## config.mk

```make
export PLATFORM = sky130hd
export DESIGN_NAME = dmwbc_ctrl
export DESIGN_NICKNAME = d
export VERILOG_FILES = /design/src/rtl/core/direct_mapped_writeback_cache_top_defines.svh /design/src/rtl/core/dmwbc_pkg.sv /design/src/rtl/core/dmwbc_ctrl.sv
export SDC_FILE = /design/constraint.sdc
export NUM_CORES = 1
export LEC_CHECK = 0
export ABC_AREA = 1
export ABC_CLOCK_PERIOD_IN_PS = 1350
export BUFFER_PORTS_ARGS = -buffer_cell sky130_fd_sc_hd__buf_2
export CORE_AREA = 2 2 39 41
export DETAILED_ROUTE_END_ITERATION = 6
export DIE_AREA = 0 0 41 43
export PLACE_DENSITY = 0.36
export SYNTH_ARGS = -nofsm -noshare
export SYNTH_HDL_FRONTEND = slang
export SYNTH_SLANG_ARGS = --single-unit
```

## constraint.sdc

```tcl
create_clock -name clk -period 1.35 [get_ports clk]
set_input_delay 0.135 -clock clk [delete_from_list [all_inputs] [get_ports clk]]
set_output_delay 0.135 -clock clk [all_outputs]
set_load 0.01 [all_outputs]
```

## src/rtl/core/direct_mapped_writeback_cache_top_defines.svh

```systemverilog
// assertion macros for the direct-mapped write-back cache
// no dependencies; included by direct_mapped_writeback_cache_top.sv
`ifndef DIRECT_MAPPED_WRITEBACK_CACHE_TOP_DEFINES_SVH
`define DIRECT_MAPPED_WRITEBACK_CACHE_TOP_DEFINES_SVH
`ifndef SYNTH
// same-cycle implication, disabled during reset
`define DMWBC_ASSERT_IMP(lbl, clk, rst, ante, cons) \
  lbl: assert property (@(posedge clk) disable iff (rst) (ante) |-> (cons)) \
    else $error("dmwbc assertion failed");
// next-cycle implication, disabled during reset
`define DMWBC_ASSERT_NXT(lbl, clk, rst, ante, cons) \
  lbl: assert property (@(posedge clk) disable iff (rst) (ante) |=> (cons)) \
    else $error("dmwbc assertion failed");
`else
`define DMWBC_ASSERT_IMP(lbl, clk, rst, ante, cons)
`define DMWBC_ASSERT_NXT(lbl, clk, rst, ante, cons)
`endif
`endif

```

## src/rtl/core/dmwbc_pkg.sv

```systemverilog
// shared types and constants of the direct-mapped write-back cache
// no dependencies; imported by the top, ctrl and datapath modules
package dmwbc_pkg;

  localparam int ADDR_W      = 16;
  localparam int WORD_W      = 32;
  localparam int CFG_W       = 16;
  localparam int CFG_IDX_W   = 2;
  localparam int FUNC_W      = 2;

  localparam int BLOCK_BYTES = 16;
  localparam int WORD_BYTES  = 4;
  localparam int MEM_BYTES   = 65536;

  localparam int OFF_W       = $clog2(BLOCK_BYTES);
  localparam int BSEL_W      = $clog2(WORD_BYTES);
  localparam int WSEL_W      = OFF_W - BSEL_W;
  localparam int BLOCK_W     = 8 * BLOCK_BYTES;
  localparam int MEM_BLOCKS  = MEM_BYTES / BLOCK_BYTES;
  localparam int MEM_BLK_W   = $clog2(MEM_BLOCKS);

  localparam logic [FUNC_W-1:0] FUNC_READ  = 2'd0;
  localparam logic [FUNC_W-1:0] FUNC_WRITE = 2'd1;
  localparam logic [FUNC_W-1:0] FUNC_CLEAR = 2'd2;
  localparam logic [FUNC_W-1:0] FUNC_INVAL = 2'd3;

  localparam logic [CFG_IDX_W-1:0] CFG_MEM_READ  = 2'd0;
  localparam logic [CFG_IDX_W-1:0] CFG_MEM_WRITE = 2'd1;
  localparam logic [CFG_IDX_W-1:0] CFG_HIT_READ  = 2'd2;
  localparam logic [CFG_IDX_W-1:0] CFG_HIT_WRITE = 2'd3;

  localparam logic [CFG_W-1:0] MEM_READ_RST  = 16'd100;
  localparam logic [CFG_W-1:0] MEM_WRITE_RST = 16'd50;
  localparam logic [CFG_W-1:0] HIT_READ_RST  = 16'd1;
  localparam logic [CFG_W-1:0] HIT_WRITE_RST = 16'd1;

  typedef struct packed {
    logic accept;
    logic lookup;
    logic fill;
    logic sweep;
  } cmd_t;

  typedef struct packed {
    logic hit;
    logic sweep_last;
  } status_t;

endpackage

```

## src/rtl/core/dmwbc_ctrl.sv

```systemverilog
// request sequencer of the cache: sweep, idle, lookup and fill states
// depends on dmwbc_pkg
module dmwbc_ctrl import dmwbc_pkg::*; (
  input  logic              clk,
  input  logic              rst,
  input  logic              start,
  input  logic [FUNC_W-1:0] func,
  input  status_t           status,
  output cmd_t              cmd,
  output logic              busy
);

  localparam logic [1:0] ST_SWEEP  = 2'd0;
  localparam logic [1:0] ST_IDLE   = 2'd1;
  localparam logic [1:0] ST_LOOKUP = 2'd2;
  localparam logic [1:0] ST_FILL   = 2'd3;

  logic [1:0] state;
  logic [1:0] state_next;

  always_ff @(posedge clk) begin
    if (rst) begin
      state <= ST_SWEEP;
    end else begin
      state <= state_next;
    end
  end

  always_comb begin
    state_next = state;
    case (state)
      ST_SWEEP: begin
        if (status.sweep_last) state_next = ST_IDLE;
      end
      ST_IDLE: begin
        if (start && (func inside {FUNC_READ, FUNC_WRITE})) state_next = ST_LOOKUP;
      end
      ST_LOOKUP: begin
        state_next = status.hit ? ST_IDLE : ST_FILL;
      end
      ST_FILL: begin
        state_next = ST_IDLE;
      end
      default: begin
        state_next = ST_IDLE;
      end
    endcase
  end

  assign busy       = (state != ST_IDLE);
  assign cmd.accept = (state == ST_IDLE) && start;
  assign cmd.lookup = (state == ST_LOOKUP);
  assign cmd.fill   = (state == ST_FILL);
  assign cmd.sweep  = (state == ST_SWEEP);

endmodule

```

==> reports/metrics.csv <==
stage,metric,value,unit
drt,drt-initial-drc-count,4,
layout,regMostFlops,state,
worst_setup_path,cpPeakStageDelay,0.35,ns
layout,n_antenna_cell,0,
worst_setup_path,crit_top_cell,inv_1,
place,dp.cells,55,
worst_setup_path,cp-start-kind,register,
layout,num-fill-cells,170,
place,port_buffers,10,
synth,avgSynthCellArea,6.429,µm²
synth,ys_seq_area_frac,0.2148,
drt,drtPass1Iterations,4,
cts,post_cts_buffers,0,
worst_setup_path,worstSetupEndpointType,primary output,
sta,finalHoldViolCount,0,
cts,cts.repair.resized,0,
pwr,switchingPower,0.0001198,W
synth,synth.cell_area,186.4,µm²
cts,htree_levels,1,
worst_setup_path,worst-path-max-fanout,3,
worst_setup_path,path_class,register to primary output,
worst_setup_path,cp_top_family,flip-flops,
global_routing,antenna_found_initial,0,
drt,routed_wl,384,µm
worst_setup_path,crit_arrival,1.09,ns
global_routing,grt_max_degree,5,
cts,clock_latency,0.22,ns
sta,slew_headroom,0.9021,
flow_run,max_cap_viol_count,0,
sta,timing.final.crit_period,1.223,ns
drt,viasPerCell,3.310,
cts,cts_hold_buf,0,
cts,numCtsBuffers,3,
synth,yosysWarningCount,0,
drt,wire_per_inst,6.621,µm
pwr,power_per_cell_area,1257,nW/µm²
synth,synth_fp_nets,40,
floorplanning,core,1384,µm²
worst_setup_path,crit_cells,5,
place,hpwlAfterDp,324.6,µm
pwr,comb_power_share,0.400,
layout,synthToLayoutAreaGrowth,49.66,%
sta,max_freq,817.6,MHz
cts,cts_tree,built,
worst_setup_path,cp_cell_sequence,inv_1 -> ha_1 -> nand2_1 -> inv_1 -> buf_2,
sta,period_share,0.9059,
worst_setup_path,critical_path.startpoint,state[1],
worst_setup_path,reg2reg_from,state[0],
sta,worst_pin_slew,0.1466,ns
pwr,seqPwrFrac,0.236,
worst_setup_path,crit_end,cmd[3],
pwr,power_frac_clock,0.365,
global_routing,gr-total-overflow,0,
status,status,"complete, no violations",
synth,netlist-cell-type-count,9,
pwr,switching_share,0.3416,
global_routing,grt.total_usage,0.04810,
sta,drv_slew,0,
layout,nNetsFinal,55,
sta,fin_tns_setup,0,ns
synth,syn-instance-count,29,
sta,setup_viol,0,
worst_setup_path,regToRegSetupSlack,0.23,ns
pwr,p_int,0.0002309,W
floorplanning,chipHeight,43,µm
pwr,power_leakage,0.1767,nW
cts,clk_pin_slew_worst_paths,0.03,ns
floorplanning,die_area,1763,µm²
synth,ys_ff_latch,2,
floorplanning,ios,12,
global_routing,grt_pass1_wl,538,µm
layout,finalNonFillerCells,58,
layout,drive_above_1_share,0.3571,
drt,drc,0,
worst_setup_path,r2r-end,state[1],
drt,dr_total_vias,192,
global_routing,grt_pass1_vias,172,
worst_setup_path,worst-path-buf-inv,3,
worst_setup_path,cp_slowest_cell,dfxtp_1,
layout,reg_top3,state (2),
pwr,ir_drop,0.2640,mV
cts,clockBufferDepth,2,
floorplanning,fp.dieW,41,µm
cts,clock-root-buffer,clkbuf_4,
cts,clock_sinks,2,
worst_setup_path,crit_required,1.22,ns
min_path,min_path_type,primary input to register,
sta,rsz0062_at_grt,false,
drt,ant_nets,0,
floorplanning,fp-row-count,14,
worst_setup_path,reg2reg_depth,5,
layout,largest_reg_flops,2,
sta,finClkSkew,0.0007804,ns
place,gp_congestion,0.5763,
floorplanning,start_util,0.1347,
## stage by stage
stage / worst slack, ns / hold WS, ns / instance area, µm² / total power [W] / utilization
after floorplan: 0.2846 / 0.2041 / 186.4 / 0.0001828 / -
after global placement: 0.2108 / 0.3172 / 256.5 / 0.0002280 / 0.1854
after detailed placement: 0.2093 / 0.3177 / 256.5 / 0.0002280 / 0.1854
after CTS: 0.1017 / 0.08092 / 279.0 / 0.0003655 / 0.2016
after global routing: 0.04520 / 0.08370 / 279.0 / 0.0003821 / 0.2016
final: 0.1270 / 0.09276 / 279.0 / 0.0003506 / 0.2016
## how the worst min path moves through the flow
| stage | endpoint | depth (start not counted) | from | slack [ns] |
|---|---|---|---|---|
| after floorplan | state[0] | 1 | rst | 0.20 |
| after global placement | state[0] | 2 | rst | 0.32 |
| after detailed placement | state[0] | 2 | rst | 0.32 |
| after CTS | state[0] | 2 | rst | 0.08 |
| after global routing | state[0] | 2 | rst | 0.08 |
| final | state[0] | 2 | rst | 0.09 |
## power by group through the flow
stage	combinational (W)	clock (W)	sequential [W]
CTS	0.000144	0.000138	0.0000834
global placement	0.000144	0	0.0000842
finish	0.000140	0.000128	0.0000826
floorplan	0.000102	0	0.0000806
global route	0.000159	0.000139	0.0000845
detailed placement	0.000144	0	0.0000842
## cells in the mapped netlist
cell type | count | area share
a21boi_2 | 1 | 0.060
dfxtp_1 | 2 | 0.21
nand3_1 | 1 | 0.027
nor2_1 | 2 | 0.040
nand2_1 | 10 | 0.20
inv_1 | 7 | 0.14
a21oi_1 | 1 | 0.027
ha_1 | 4 | 0.27
inv_2 | 1 | 0.020
## kinds of logic (layout without fill, tap and decap cells)
kind of cell	count (synthesis)	after routing	synth area share
DFF	2	2	0.2148
AOI/OAI and AO/OA	2	2	0.08722
and+or+nand+nor	13	13	0.2685
buffers and inverters	8	21	0.1611
adders and majority gates	4	4	0.2685
## routing by layer
| layer | GRT usage | up-vias | share of wire |
|---|---|---|---|
| met4 | 0.06000 | 0 | 0 |
| li1 | - | 111 | - |
| met3 | 0.01571 | 0 | 0.099 |
| met1 | 0.05751 | 74 | 0.48 |
| met2 | 0.05625 | 7 | 0.42 |
| met5 | 0 | - | 0 |
## final cells by class
cell class / count / area, µm² / share of cell area
repair buffers: 10 / 50.05 / 0.1794
well taps: 16 / 20.02 / 0.07175
clock buffers: 3 / 22.52 / 0.08072
multi-input cells: 19 / 116.4 / 0.4170
inverters: 8 / 30.03 / 0.1076
flip-flops and latches: 2 / 40.04 / 0.1435
## placed cells by master (no fill, tap or decap)
master	n
ha_1	4
inv_1	7
inv_2	1
a21boi_2	1
buf_2	10
dfxtp_1	2
nand2_1	10
nand3_1	1
nor2_1	2
clkbuf_4	3
a21oi_1	1
(Power assumes the default switching activity.)
